`src/rtl/morse_letter_blink_sequencer_unit_defines.svh`:
```
// assertion macros shared by the morse letter blink sequencer rtl
// expects clk and arst_n in the scope where a macro is used
`ifndef MORSE_LETTER_BLINK_SEQUENCER_UNIT_DEFINES_SVH
`define MORSE_LETTER_BLINK_SEQUENCER_UNIT_DEFINES_SVH

// condition and consequence in the same cycle
`define MLBS_ASSERT_NOW(label, ante, cons, msg) \
	label: assert property (@(posedge clk) disable iff (!arst_n) (ante) |-> (cons)) \
		else $error(msg);

// consequence in the cycle after the condition
`define MLBS_ASSERT_NEXT(label, ante, cons, msg) \
	label: assert property (@(posedge clk) disable iff (!arst_n) (ante) |=> (cons)) \
		else $error(msg);

`endif

```
`src/rtl/mlbs_pkg.sv`:
```
// package for the morse letter blink sequencer: widths, codes, morse table
// no dependencies
`timescale 1ns / 1ps

package mlbs_pkg;

	localparam int LETTER_W   = 5;
	localparam int LAMP_W     = 2;
	localparam int DUR_W      = 14;
	localparam int BEAT_W     = 10;
	localparam int CFG_IDX_W  = 1;
	localparam int CFG_DATA_W = 10;

	localparam int LETTER_COUNT = 26;

	// register indexes
	localparam logic [CFG_IDX_W-1:0] REG_BEAT_MS     = 1'd0;
	localparam logic [CFG_IDX_W-1:0] REG_LAMP_SELECT = 1'd1;

	// register reset values
	localparam logic [BEAT_W-1:0] BEAT_MS_RESET     = 10'd200;
	localparam logic [1:0]        LAMP_SELECT_RESET = 2'd1;

	// lamp drive codes
	localparam logic [LAMP_W-1:0] LAMP_OFF   = 2'd0;
	localparam logic [LAMP_W-1:0] LAMP_RED   = 2'd1;
	localparam logic [LAMP_W-1:0] LAMP_BLUE  = 2'd2;
	localparam logic [LAMP_W-1:0] LAMP_GREEN = 2'd3;

	// segment length codes in beats
	localparam logic [1:0] BEATS_ONE   = 2'd0;
	localparam logic [1:0] BEATS_THREE = 2'd1;
	localparam logic [1:0] BEATS_NINE  = 2'd2;

	typedef struct packed {
		logic [2:0] len;
		logic [3:0] pattern;
	} morse_entry_t;

	// morse patterns, bit i set means element i is a dash
	function automatic morse_entry_t morse_lookup(input logic [LETTER_W-1:0] letter);
		morse_entry_t e;
		unique case (letter)
			5'd0:    e = '{len: 3'd2, pattern: 4'd2};
			5'd1:    e = '{len: 3'd4, pattern: 4'd1};
			5'd2:    e = '{len: 3'd4, pattern: 4'd5};
			5'd3:    e = '{len: 3'd3, pattern: 4'd1};
			5'd4:    e = '{len: 3'd1, pattern: 4'd0};
			5'd5:    e = '{len: 3'd4, pattern: 4'd4};
			5'd6:    e = '{len: 3'd3, pattern: 4'd3};
			5'd7:    e = '{len: 3'd4, pattern: 4'd0};
			5'd8:    e = '{len: 3'd2, pattern: 4'd0};
			5'd9:    e = '{len: 3'd4, pattern: 4'd14};
			5'd10:   e = '{len: 3'd3, pattern: 4'd5};
			5'd11:   e = '{len: 3'd4, pattern: 4'd2};
			5'd12:   e = '{len: 3'd2, pattern: 4'd3};
			5'd13:   e = '{len: 3'd2, pattern: 4'd1};
			5'd14:   e = '{len: 3'd3, pattern: 4'd7};
			5'd15:   e = '{len: 3'd4, pattern: 4'd6};
			5'd16:   e = '{len: 3'd4, pattern: 4'd11};
			5'd17:   e = '{len: 3'd3, pattern: 4'd2};
			5'd18:   e = '{len: 3'd3, pattern: 4'd0};
			5'd19:   e = '{len: 3'd1, pattern: 4'd1};
			5'd20:   e = '{len: 3'd3, pattern: 4'd4};
			5'd21:   e = '{len: 3'd4, pattern: 4'd8};
			5'd22:   e = '{len: 3'd3, pattern: 4'd6};
			5'd23:   e = '{len: 3'd4, pattern: 4'd9};
			5'd24:   e = '{len: 3'd4, pattern: 4'd13};
			5'd25:   e = '{len: 3'd4, pattern: 4'd3};
			default: e = '{len: 3'd0, pattern: 4'd0};
		endcase
		return e;
	endfunction

endpackage

```
`src/rtl/mlbs_ifs.sv`:
```
// handshake interfaces for letters in and lamp segments out
// depends on mlbs_pkg
`timescale 1ns / 1ps

interface mlbs_letter_if;
	logic                          valid;
	logic                          ready;
	logic [mlbs_pkg::LETTER_W-1:0] letter;

	modport source (output valid, output letter, input ready);
	modport sink   (input valid, input letter, output ready);
endinterface

interface mlbs_seg_if;
	logic                        valid;
	logic                        ready;
	logic [mlbs_pkg::LAMP_W-1:0] lamp;
	logic [mlbs_pkg::DUR_W-1:0]  duration_ms;
	logic                        last;

	modport source (output valid, output lamp, output duration_ms, output last, input ready);
	modport sink   (input valid, input lamp, input duration_ms, input last, output ready);
endinterface

```
`src/rtl/mlbs_beat_scale.sv`:
```
// shared shift-add unit: segment length = beats times beat length
// depends on mlbs_pkg
`timescale 1ns / 1ps

module mlbs_beat_scale (
	input  logic [mlbs_pkg::BEAT_W-1:0] beat,
	input  logic [1:0]                  beats,
	output logic [mlbs_pkg::DUR_W-1:0]  duration_ms
);

	logic [mlbs_pkg::DUR_W-1:0] base;
	logic [mlbs_pkg::DUR_W-1:0] addend;

	assign base = mlbs_pkg::DUR_W'(beat);

	// 3 = 1 + 2, 9 = 1 + 8
	always_comb begin
		unique case (beats)
			mlbs_pkg::BEATS_THREE: addend = base << 1;
			mlbs_pkg::BEATS_NINE:  addend = base << 3;
			default:               addend = '0;
		endcase
	end

	assign duration_ms = base + addend;

endmodule

```
`src/rtl/morse_letter_blink_sequencer_unit.sv`:
```
// top level of the morse letter blink sequencer
// depends on mlbs_pkg, mlbs_ifs, mlbs_beat_scale and the assertion macro header
//
//   channel   dir  payload                        transaction
//   letters   in   letter[4:0]                    valid & ready
//   segments  out  lamp[1:0] duration_ms[13:0]    valid & ready
//                  last
//   cfg       in   cfg_index, cfg_data[9:0]       cfg_we
//
// a letter is taken, then one segment is made per cycle that the output
// register is free: 2 x blinks segments (2 to 20)
// letters codes 26..31 are taken and give no segment
// not ready for a new letter until the last segment is in the output register
// a stalled output holds the sequencer, nothing is dropped
// reset clears the sequencer and sets beat_ms 200, lamp_select 1
`timescale 1ns / 1ps

`include "morse_letter_blink_sequencer_unit_defines.svh"

module morse_letter_blink_sequencer_unit (
	input  logic                              clk,
	input  logic                              arst_n,
	input  logic                              cfg_we,
	input  logic [mlbs_pkg::CFG_IDX_W-1:0]    cfg_index,
	input  logic [mlbs_pkg::CFG_DATA_W-1:0]   cfg_data,
	mlbs_letter_if.sink                       letters,
	mlbs_seg_if.source                        segments
);

	localparam logic [1:0] ST_IDLE = 2'd0;
	localparam logic [1:0] ST_ON   = 2'd1;
	localparam logic [1:0] ST_GAP  = 2'd2;
	localparam logic [1:0] ST_TAIL = 2'd3;

	logic [mlbs_pkg::BEAT_W-1:0] beat_q;
	logic [1:0]                  lamp_sel_q;

	logic [1:0]                  state_q;
	logic [3:0]                  pattern_q;
	logic [2:0]                  len_q;
	logic [1:0]                  elem_q;
	logic [1:0]                  blink_q;
	logic [1:0]                  gap_code_q;

	logic                        out_valid_q;
	logic [mlbs_pkg::LAMP_W-1:0] lamp_q;
	logic [mlbs_pkg::DUR_W-1:0]  dur_q;
	logic                        last_q;

	logic [mlbs_pkg::BEAT_W-1:0] beat_eff;
	logic [mlbs_pkg::LAMP_W-1:0] on_lamp;
	logic [1:0]                  beats_sel;
	logic [mlbs_pkg::DUR_W-1:0]  seg_dur;
	logic                        advance;
	logic                        take;
	logic                        letter_ok;
	logic                        is_dash;
	logic                        last_blink;
	logic                        last_elem;
	mlbs_pkg::morse_entry_t      entry;

	// configuration registers
	always_ff @(posedge clk or negedge arst_n) begin
		if (!arst_n) begin
			beat_q     <= mlbs_pkg::BEAT_MS_RESET;
			lamp_sel_q <= mlbs_pkg::LAMP_SELECT_RESET;
		end else if (cfg_we) begin
			unique case (cfg_index)
				mlbs_pkg::REG_BEAT_MS:     beat_q     <= cfg_data[mlbs_pkg::BEAT_W-1:0];
				mlbs_pkg::REG_LAMP_SELECT: lamp_sel_q <= cfg_data[1:0];
				default: ;
			endcase
		end
	end

	// zero beat counts as one, colour select saturates at green
	assign beat_eff = (beat_q == '0) ? mlbs_pkg::BEAT_W'(1) : beat_q;
	assign on_lamp  = (lamp_sel_q >= 2'd2) ? mlbs_pkg::LAMP_GREEN : lamp_sel_q + 2'd1;

	// letter intake
	assign letters.ready = (state_q == ST_IDLE);
	assign take          = letters.valid && letters.ready;
	assign letter_ok     = letters.letter < mlbs_pkg::LETTER_W'(mlbs_pkg::LETTER_COUNT);
	assign entry         = mlbs_pkg::morse_lookup(letters.letter);

	// position within the pattern
	assign is_dash    = pattern_q[elem_q];
	assign last_blink = !is_dash || (blink_q == 2'd2);
	assign last_elem  = ({1'b0, elem_q} == len_q - 3'd1);

	assign advance = (state_q != ST_IDLE) && (!out_valid_q || segments.ready);

	// segment length selection for the shared unit
	always_comb begin
		unique case (state_q)
			ST_GAP:  beats_sel = gap_code_q;
			ST_TAIL: beats_sel = mlbs_pkg::BEATS_NINE;
			default: beats_sel = mlbs_pkg::BEATS_ONE;
		endcase
	end

	mlbs_beat_scale u_scale (
		.beat        (beat_eff),
		.beats       (beats_sel),
		.duration_ms (seg_dur)
	);

	// sequencer
	always_ff @(posedge clk or negedge arst_n) begin
		if (!arst_n) begin
			state_q    <= ST_IDLE;
			pattern_q  <= '0;
			len_q      <= '0;
			elem_q     <= '0;
			blink_q    <= '0;
			gap_code_q <= mlbs_pkg::BEATS_ONE;
		end else if (take) begin
			if (letter_ok) begin
				state_q   <= ST_ON;
				pattern_q <= entry.pattern;
				len_q     <= entry.len;
				elem_q    <= '0;
				blink_q   <= '0;
			end
		end else if (advance) begin
			unique case (state_q)
				ST_ON: begin
					if (!last_blink) begin
						blink_q    <= blink_q + 2'd1;
						gap_code_q <= mlbs_pkg::BEATS_ONE;
						state_q    <= ST_GAP;
					end else if (!last_elem) begin
						elem_q     <= elem_q + 2'd1;
						blink_q    <= '0;
						gap_code_q <= mlbs_pkg::BEATS_THREE;
						state_q    <= ST_GAP;
					end else begin
						state_q <= ST_TAIL;
					end
				end
				ST_GAP:  state_q <= ST_ON;
				ST_TAIL: state_q <= ST_IDLE;
				default: state_q <= ST_IDLE;
			endcase
		end
	end

	// output register control
	always_ff @(posedge clk or negedge arst_n) begin
		if (!arst_n) begin
			out_valid_q <= 1'b0;
		end else if (advance) begin
			out_valid_q <= 1'b1;
		end else if (segments.ready) begin
			out_valid_q <= 1'b0;
		end
	end

	// output payload
	always_ff @(posedge clk) begin
		if (advance) begin
			lamp_q <= (state_q == ST_ON) ? on_lamp : mlbs_pkg::LAMP_OFF;
			dur_q  <= seg_dur;
			last_q <= (state_q == ST_TAIL);
		end
	end

	assign segments.valid       = out_valid_q;
	assign segments.lamp        = lamp_q;
	assign segments.duration_ms = dur_q;
	assign segments.last        = last_q;

	// checks
	`MLBS_ASSERT_NEXT(a_start_on, take && letter_ok, state_q == ST_ON, "letter did not start")
	`MLBS_ASSERT_NOW(a_last_idle, out_valid_q && last_q, (state_q == ST_IDLE) || (state_q == ST_ON), "sequencer ran past a waiting last segment")
	`MLBS_ASSERT_NOW(a_elem_range, state_q != ST_IDLE, {1'b0, elem_q} < len_q, "element past end")
	`MLBS_ASSERT_NOW(a_on_one_beat, out_valid_q && (lamp_q != mlbs_pkg::LAMP_OFF), dur_q == mlbs_pkg::DUR_W'(beat_eff), "on segment not one beat")

endmodule
```
`src/flat_wrapper.sv`:
```
// flat-port wrapper written by rule: the top's interface ports become plain ports
module morse_letter_blink_sequencer_unit_flat 
  (clk, arst_n, cfg_we, cfg_index, cfg_data, letters_valid, letters_letter, letters_ready, segments_valid, segments_lamp, segments_duration_ms, segments_last, segments_ready);
  mlbs_letter_if letters_i ();
  mlbs_seg_if segments_i ();
  input  logic clk;
  input  logic arst_n;
  input  logic cfg_we;
  input  logic [mlbs_pkg::CFG_IDX_W-1:0] cfg_index;
  input  logic [mlbs_pkg::CFG_DATA_W-1:0] cfg_data;
  input wire logic [$bits(letters_i.valid)-1:0] letters_valid;
  input wire logic [$bits(letters_i.letter)-1:0] letters_letter;
  output wire logic [$bits(letters_i.ready)-1:0] letters_ready;
  output wire logic [$bits(segments_i.valid)-1:0] segments_valid;
  output wire logic [$bits(segments_i.lamp)-1:0] segments_lamp;
  output wire logic [$bits(segments_i.duration_ms)-1:0] segments_duration_ms;
  output wire logic [$bits(segments_i.last)-1:0] segments_last;
  input wire logic [$bits(segments_i.ready)-1:0] segments_ready;
  assign letters_i.valid = letters_valid;
  assign letters_i.letter = letters_letter;
  assign letters_ready = letters_i.ready;
  assign segments_valid = segments_i.valid;
  assign segments_lamp = segments_i.lamp;
  assign segments_duration_ms = segments_i.duration_ms;
  assign segments_last = segments_i.last;
  assign segments_i.ready = segments_ready;
  morse_letter_blink_sequencer_unit u_core (.clk(clk), .arst_n(arst_n), .cfg_we(cfg_we), .cfg_index(cfg_index), .cfg_data(cfg_data), .letters(letters_i), .segments(segments_i));
endmodule
```
`config.mk`:
```
export PLATFORM = sky130hd
export DESIGN_NAME = morse_letter_blink_sequencer_unit_flat
export DESIGN_NICKNAME = d
export VERILOG_FILES = /design/src/rtl/mlbs_pkg.sv /design/src/rtl/mlbs_ifs.sv /design/src/rtl/mlbs_beat_scale.sv /design/src/rtl/morse_letter_blink_sequencer_unit.sv /design/src/flat_wrapper.sv
export VERILOG_INCLUDE_DIRS = /design/src /design/src/rtl
export SDC_FILE = /design/constraint.sdc
export NUM_CORES = 1
export LEC_CHECK = 0
export BUFFER_PORTS_ARGS = -buffer_cell sky130_fd_sc_hd__buf_2
export CORE_ASPECT_RATIO = 0.8
export CORE_MARGIN = 5
export CORE_UTILIZATION = 52
export CTS_CLUSTER_SIZE = 10
export DETAILED_ROUTE_END_ITERATION = 8
export PLACE_DENSITY = 0.76
export SYNTH_ARGS = -nofsm -noshare
export SYNTH_HDL_FRONTEND = slang
export SYNTH_HIERARCHICAL = 1
export SYNTH_SLANG_ARGS = --single-unit
```
`constraint.sdc`:
```
create_clock -name clk -period 3 [get_ports clk]
set_input_delay 0.3 -clock clk [delete_from_list [all_inputs] [get_ports clk]]
set_output_delay 0.3 -clock clk [all_outputs]
set_load 0.02 [all_outputs]
```
# Word level (Yosys, flattened, before mapping)
# Memories as Yosys holds them, arrays and structs flattened. A register that Yosys moved wholly into a read port is not among the register bits.
# Index checks and enable logic that the tools add are counted.
op_classes:
  add_sub_neg: 5
  order_cmp: 3
  eq_ne: 11
  muxes: 27
  bitwise: 2
  n_reduce_logical: 21
ops:
  columns: ["cell", "count"]
  rows:
  - ["$mux W2", 18]
  - ["$pmux W13 S2", 1]
  - ["$add A10 B13 Y14", 1]
  - ["$logic_not A10 Y1", 1]
  - ["$mux W10", 1]
  - ["$reduce_bool A2 Y1", 5]
  - ["$eq A2 B2 Y1 const B", 4]
  - ["$pmux W2 S2", 2]
  - ["$reduce_and A2 Y1", 4]
  - ["$reduce_and A4 Y1", 2]
  - ["$add A2 B1 Y2 const B", 3]
  - ["$lt A5 B5 Y1 const B", 1]
  - ["$reduce_and A5 Y1", 1]
  - ["$eq A2 B1 Y1 const B", 2]
  - ["$mux W1", 4]
  - ["$ne A2 B2 Y1 const B", 2]
  - ["$eq A2 B3 Y1", 1]
  - ["$logic_not A1 Y1", 3]
  - ["$lt A2 B3 Y1 const B", 1]
  - ["$ne A3 B2 Y1 const B", 1]
  - ["$sub A3 B1 Y3 const B", 1]
  - ["$bmux W1 S2", 1]
  - ["$ge A2 B2 Y1 const B", 1]
  - ["$logic_and A1 B1 Y1", 2]
  - ["4 further kinds", 6]
word_totals:
  reg_bits: 38
  rom_bits: 224
  output_inout_bits: 19
  mem_count: 1
mem_list:
  columns: ["memory", "words", "word_bits", "rd", "rd_ports_with_merged_regs", "write_ports", "line", "rtl"]
  rows:
  - ["(name not given)", 32, 7, 1, 1, 0, "mlbs_pkg.sv:43", "unique case (letter)"]

# Logic depth before layout (Yosys ltp)
logic_depth:
  depth_word: 8
  mapped_depth: 15
  ltp_nobuf: 13

# By module
# Netlist, hierarchy kept.
modules_own_cells:
  columns: ["mod", "n_inst", "cells_per_inst", "area_each_um2", "seq_area_each_um2"]
  rows:
  - ["morse_letter_blink_sequencer_unit", 1, 197, 2316.0, 1191.1]
  - ["mlbs_beat_scale", 1, 85, 620.6, 0.0]

# Worst setup path after synthesis
# OpenSTA, ideal clock, no wires.
synth_timing:
  kind: "register to register"
  startpoint: "reg u_core.state_q[0]"
  endpoint: "reg u_core.dur_q (netlist bit u_core/segments.duration_ms[11]), data pin"
  setup_ns: 0.262
  arrival_ns: 2.807
  slack_ns: -0.068
  path_stages_with_launch: 15
  n_path_buf: 1
  cell_sequence: "dfrtp_1 > inv_1 > ha_1 > and2_1 > inv_1 > ha_1 > clkbuf_1 > and3b_1 > ha_1 > fa_1 > a21o_1 > a21oi_1 > a21oi_1 > o21ai_1 > xor2_1"
synth_between:
  elab_chain_cells: 5
  elab_cells_between_ends: 7
  classes_between: "add/sub: 1; eq/ne: 4; mux: 2"
synth_rtl:
  columns: ["item", "line", "rtl"]
  rows:
  - ["start: declaration", "morse_letter_blink_sequencer_unit.sv:38", "logic [1:0] state_q;"]
  - ["start signal: assignment", "morse_letter_blink_sequencer_unit.sv:111", "state_q <= ST_IDLE;"]
  - ["start signal: assignment", "morse_letter_blink_sequencer_unit.sv:119", "state_q <= ST_ON;"]
  - ["start signal: assignment", "morse_letter_blink_sequencer_unit.sv:131", "state_q <= ST_GAP;"]
  - ["$eq A2 B2 Y1", "morse_letter_blink_sequencer_unit.sv:95", "unique case (state_q)"]
  - ["$pmux W2 S2 *", "morse_letter_blink_sequencer_unit.sv:95", null]
  - ["net u_core.beats_sel[0]", "morse_letter_blink_sequencer_unit.sv:52", "logic [1:0] beats_sel;"]
  - ["$eq A2 B2 Y1 or $eq A2 B1 Y1 (tied branches)", "mlbs_beat_scale.sv:18", "unique case (beats)"]
  - ["$pmux W13 S2 *", "mlbs_beat_scale.sv:18", null]
  - ["$add A10 B13 Y14 *", "mlbs_beat_scale.sv:25", "assign duration_ms = base + addend;"]
  - ["net u_core.seg_dur, one bit", "morse_letter_blink_sequencer_unit.sv:53", "logic [mlbs_pkg::DUR_W-1:0] seg_dur;"]
  - ["end signal: assignment", "morse_letter_blink_sequencer_unit.sv:163", "dur_q <= seg_dur;"]
  - ["end: declaration", "morse_letter_blink_sequencer_unit.sv:47", "logic [mlbs_pkg::DUR_W-1:0] dur_q;"]
# Mark *: on every way through the listed nets, which the timed path passes. The rest lies on a longest branch.
# A chain may end at the register's enable or synchronous reset.

# Final worst setup path
# Same ends and word-level chain as after synthesis.

==> results.toml <==
[synth]
synth.ff_latch_count = 44
synthesized_netlist_net_count = 328
synth-warning-count = 6
synth-async-reset-ratio = 0.614
ys.flop_type = "sky130_fd_sc_hd__dfrtp_1"
synthCells = 282
syn_avg_cell_area_sq_um = 10.4
synth_cell_type_count = 61
synth_edf_count = 17
ys_seq_area_frac = 0.406
netlist_area_sq_mm = 0.00294

[timing]
hold_viol_final = 11
holdWs_ns = -0.00424
final.setup_skew_ns = 0.00799
worst_relative_slew_slack = 0.436
worst_pin_slew_ns = 0.844
fmax_mhz = 344
min_period_ns = 2.90
maxSlewViolCount = 0
final.period_utilization = 0.968
finalSetupViolations = 0

[setup_path]
crit_path_start_kind = "register"
critical-path-slowest-cell = "sky130_fd_sc_hd__dfrtp_1"
cp.required_ns = 3.06
timing.critical_path.fanout_max = 3
critPathMaxStageDelay_ns = 0.39
crit_arrival_ns = 2.96
cpLargestDelayFamily = "adder cells"
worstSetupEndpointType = "register"
critical_path.cell_chain = "inv_1 -> ha_1 -> and2_4 -> inv_1 -> ha_2 -> and3b_1 -> ha_2 -> fa_2 -> a21o_1 -> a21oi_2 -> a21oi_1 -> o21ai_1 -> xor2_1"
crit_buf_inv = 2
path_type_of_the_worst_setup_path = "register to register"

[run_status]
result_of_the_run = "finished, violations left"
failed_checks = "hold timing"

[clock_network]
tritoncts = "built"
cts_buffer_depth = 2
tritoncts.num_buffers = 5
htreeDepth = 2
numClockSinks = 44
cts-hold-fix-buffers = 0
clk_root_buffer_cell = "sky130_fd_sc_hd__clkbuf_8"
clk-insertion-delay-late_ns = 0.30
clkTransAtPathRegs_ns = 0.09

[routing]
drt_iter0_drc = 212
residual_drc_count = 0
dr.pass1.iters = 4
vias_after_detailed_routing = 2215
routed_via_density = 5.68
final_antenna_net_count = 0
routed_wirelength_mm = 6.27
routed_wire_length_per_instance_microns = 16.1

[pwr]
p_comb_frac = 0.442
switching_part_of_the_total = 0.391
power.internal_mw = 1.61
clock_power_share = 0.179
sequentialPowerShare = 0.379
power.density_cell_area_mw_per_mm2 = 797
vdd.ir_drop.worst_v = 0.000318
switchingPower_mw = 1.03
static-leakage-power_nw = 1.46

[floorplan]
std_cell_rows = 24
die_y_microns = 77.2
initial_core_util = 0.537
io_pins = 40
die-width_microns = 94.0
die-area_sq_mm = 0.00726
core-area_sq_mm = 0.00547

[cells_and_area]
sequential_cell_area_sq_mm = 0.00119
layout-drive-gt1-share = 0.301
finish.net_count = 357
n_fill_cell = 491
layout_commonest_cell = "sky130_fd_sc_hd__buf_2"
postLayoutCoreUtil = 0.606
multiInputGateArea_sq_mm = 0.00163
antenna_cells_inserted = 0
layout_common_cells = "sky130_fd_sc_hd__buf_2, sky130_fd_sc_hd__dfrtp_1, sky130_fd_sc_hd__nor2_1"
flow.area_growth_from_synthesis_pct = 12.9
post_layout_nonfiller_instances = 390

[place]
place_hpwl_mm = 4.61
cell_count_post_placement = 381
finalWeightedCongestion = 0.937
number_of_buffers_added_on_ports = 39

[grt]
grt_pass1_wl_mm = 10.8
grtUsageMet1 = 0.264
met3_usage = 0.0352
grt_pass1_vias = 2238
grt_max_degree = 28
global_route.usage.total = 0.186
globalRoute.totalOverflow = 0
grt_antenna_before_repair = 0
gr-usage-met2 = 0.291
global_route.peak_usage_layer = "met2"

[flow_run]
max_cap_violations = 0

[worst_hold_path]
timing.hold.worst.class = "primary input to async pin"
==> cell usage after synthesis, drive strengths merged, types with 3 or more instances <==
cell type | instances | area, sq um
a21o | 5 | 38.8
inv | 14 | 52.6
a31oi | 4 | 25.0
nand2b | 5 | 31.3
o21ai | 10 | 50.0
a21boi | 3 | 22.5
clkbuf | 11 | 41.3
nor2 | 20 | 75.1
mux2i | 6 | 60.1
dfstp | 4 | 105
nor2b | 4 | 25.0
nand4 | 3 | 18.8
dfrtp | 23 | 576
a22oi | 9 | 81.3
a21oi | 12 | 60.1
nand3 | 4 | 20.0
edfxtp | 17 | 510
mux2 | 15 | 180
nand2 | 17 | 63.8
xor2 | 7 | 61.3
and2 | 5 | 31.3
xnor2 | 7 | 68.8
ha | 24 | 300
buf | 10 | 61.3
nor3 | 9 | 45.0
==> worst paths after layout <==
check | start | to | slack [ns] | cells past startpoint
max | u_core/state_q[0] | u_core/segments.duration_ms[11] | 0.1 | 13
min | arst_n | u_core/state_q[1] | -0.004 | 1
max reg2reg | u_core/state_q[0] | u_core/segments.duration_ms[11] | 0.1 | 13
min reg2reg | u_core/pattern_q[2] | u_core/pattern_q[2] | 0.49 | 2
max in group asynchronous | arst_n | u_core/pattern_q[0] | 2.61 | 1
min in group clk | cfg_data[9] | u_core/beat_q[9] | 0.23 | 2
==> worst register-to-register path, cell delays in order, from the launching register on <==
cell	delay (ns)
sky130_fd_sc_hd__dfrtp_1	0.39
sky130_fd_sc_hd__inv_1	0.08
sky130_fd_sc_hd__ha_1	0.17
sky130_fd_sc_hd__and2_4	0.15
sky130_fd_sc_hd__inv_1	0.04
sky130_fd_sc_hd__ha_2	0.32
sky130_fd_sc_hd__and3b_1	0.20
sky130_fd_sc_hd__ha_2	0.21
sky130_fd_sc_hd__fa_2	0.36
sky130_fd_sc_hd__a21o_1	0.21
sky130_fd_sc_hd__a21oi_2	0.14
sky130_fd_sc_hd__a21oi_1	0.11
sky130_fd_sc_hd__o21ai_1	0.19
sky130_fd_sc_hd__xor2_1	0.09
==> what timing repair did <==
action	4_1_cts	5_1_grt
buffers inserted	0	1
gates resized for setup	3	9
hold endpoints to repair	0	0
setup endpoints to repair	4	6
gates cloned	0	0
pin swaps	0	3
==> kinds of logic after synthesis <==
logic type	after synthesis	synth area share
compound gates	61	0.150
xor+xnor	14	0.0443
fa+ha+maj	25	0.109
buf+inv	35	0.0528
flops	44	0.406
mux	23	0.0971
simple gates	80	0.141
==> layout make-up <==
cell class / instances / area share
Clock inverter: 3 / 0.0140
Timing Repair Buffer: 43 / 0.0680
Inverter: 14 / 0.0159
Sequential cell: 44 / 0.359
Multi-Input combinational cell: 203 / 0.493
Tap cell: 78 / 0.0294
Clock buffer: 5 / 0.0208
==> power groups by stage <==
stage / logic [mW] / registers, mW / clock network [mW]
after detailed placement: 1.13 / 1.01 / 0
after global routing: 1.29 / 1.03 / 0.514
after floorplan: 0.752 / 1.10 / 0
after CTS: 1.14 / 1.00 / 0.480
final: 1.17 / 1.00 / 0.474
after global placement: 1.09 / 1.00 / 0
==> sequential cells by signal, indices dropped and copies added (netlist names) <==
| name | count |
|---|---|
| u_core/blink_q | 2 |
| u_core/pattern_q | 4 |
| u_core/gap_code_q | 1 |
| u_core/segments.last | 1 |
| u_core/segments.lamp | 2 |
| u_core/state_q | 2 |
| u_core/lamp_sel_q | 2 |
| u_core/segments.valid | 1 |
| u_core/elem_q | 2 |
| u_core/segments.duration_ms | 14 |
| u_core/len_q | 3 |
| u_core/beat_q | 10 |
==> routing by layer <==
layer | vias to the layer above | routed length [microns]
met5 | - | 0
met2 | 76 | 2900
met4 | 0 | 62
li1 | 1070 | -
met1 | 1061 | 2880
met3 | 8 | 426
==> per-stage QoR <==
step	setup WS (ns)	setup TNS, ns	power, mW	instance area, sq um
2_1_floorplan	0.0287	0	1.85	2940
3_3_place_gp	0.112	0	2.10	3150
3_5_place_dp	-0.0469	-0.0497	2.14	3150
4_1_cts	0.0163	0	2.62	3270
5_1_grt	-0.0242	-0.0242	2.83	3310
6_report	0.0963	0	2.64	3310
Note: power is estimated with default switching activity, not from simulation.
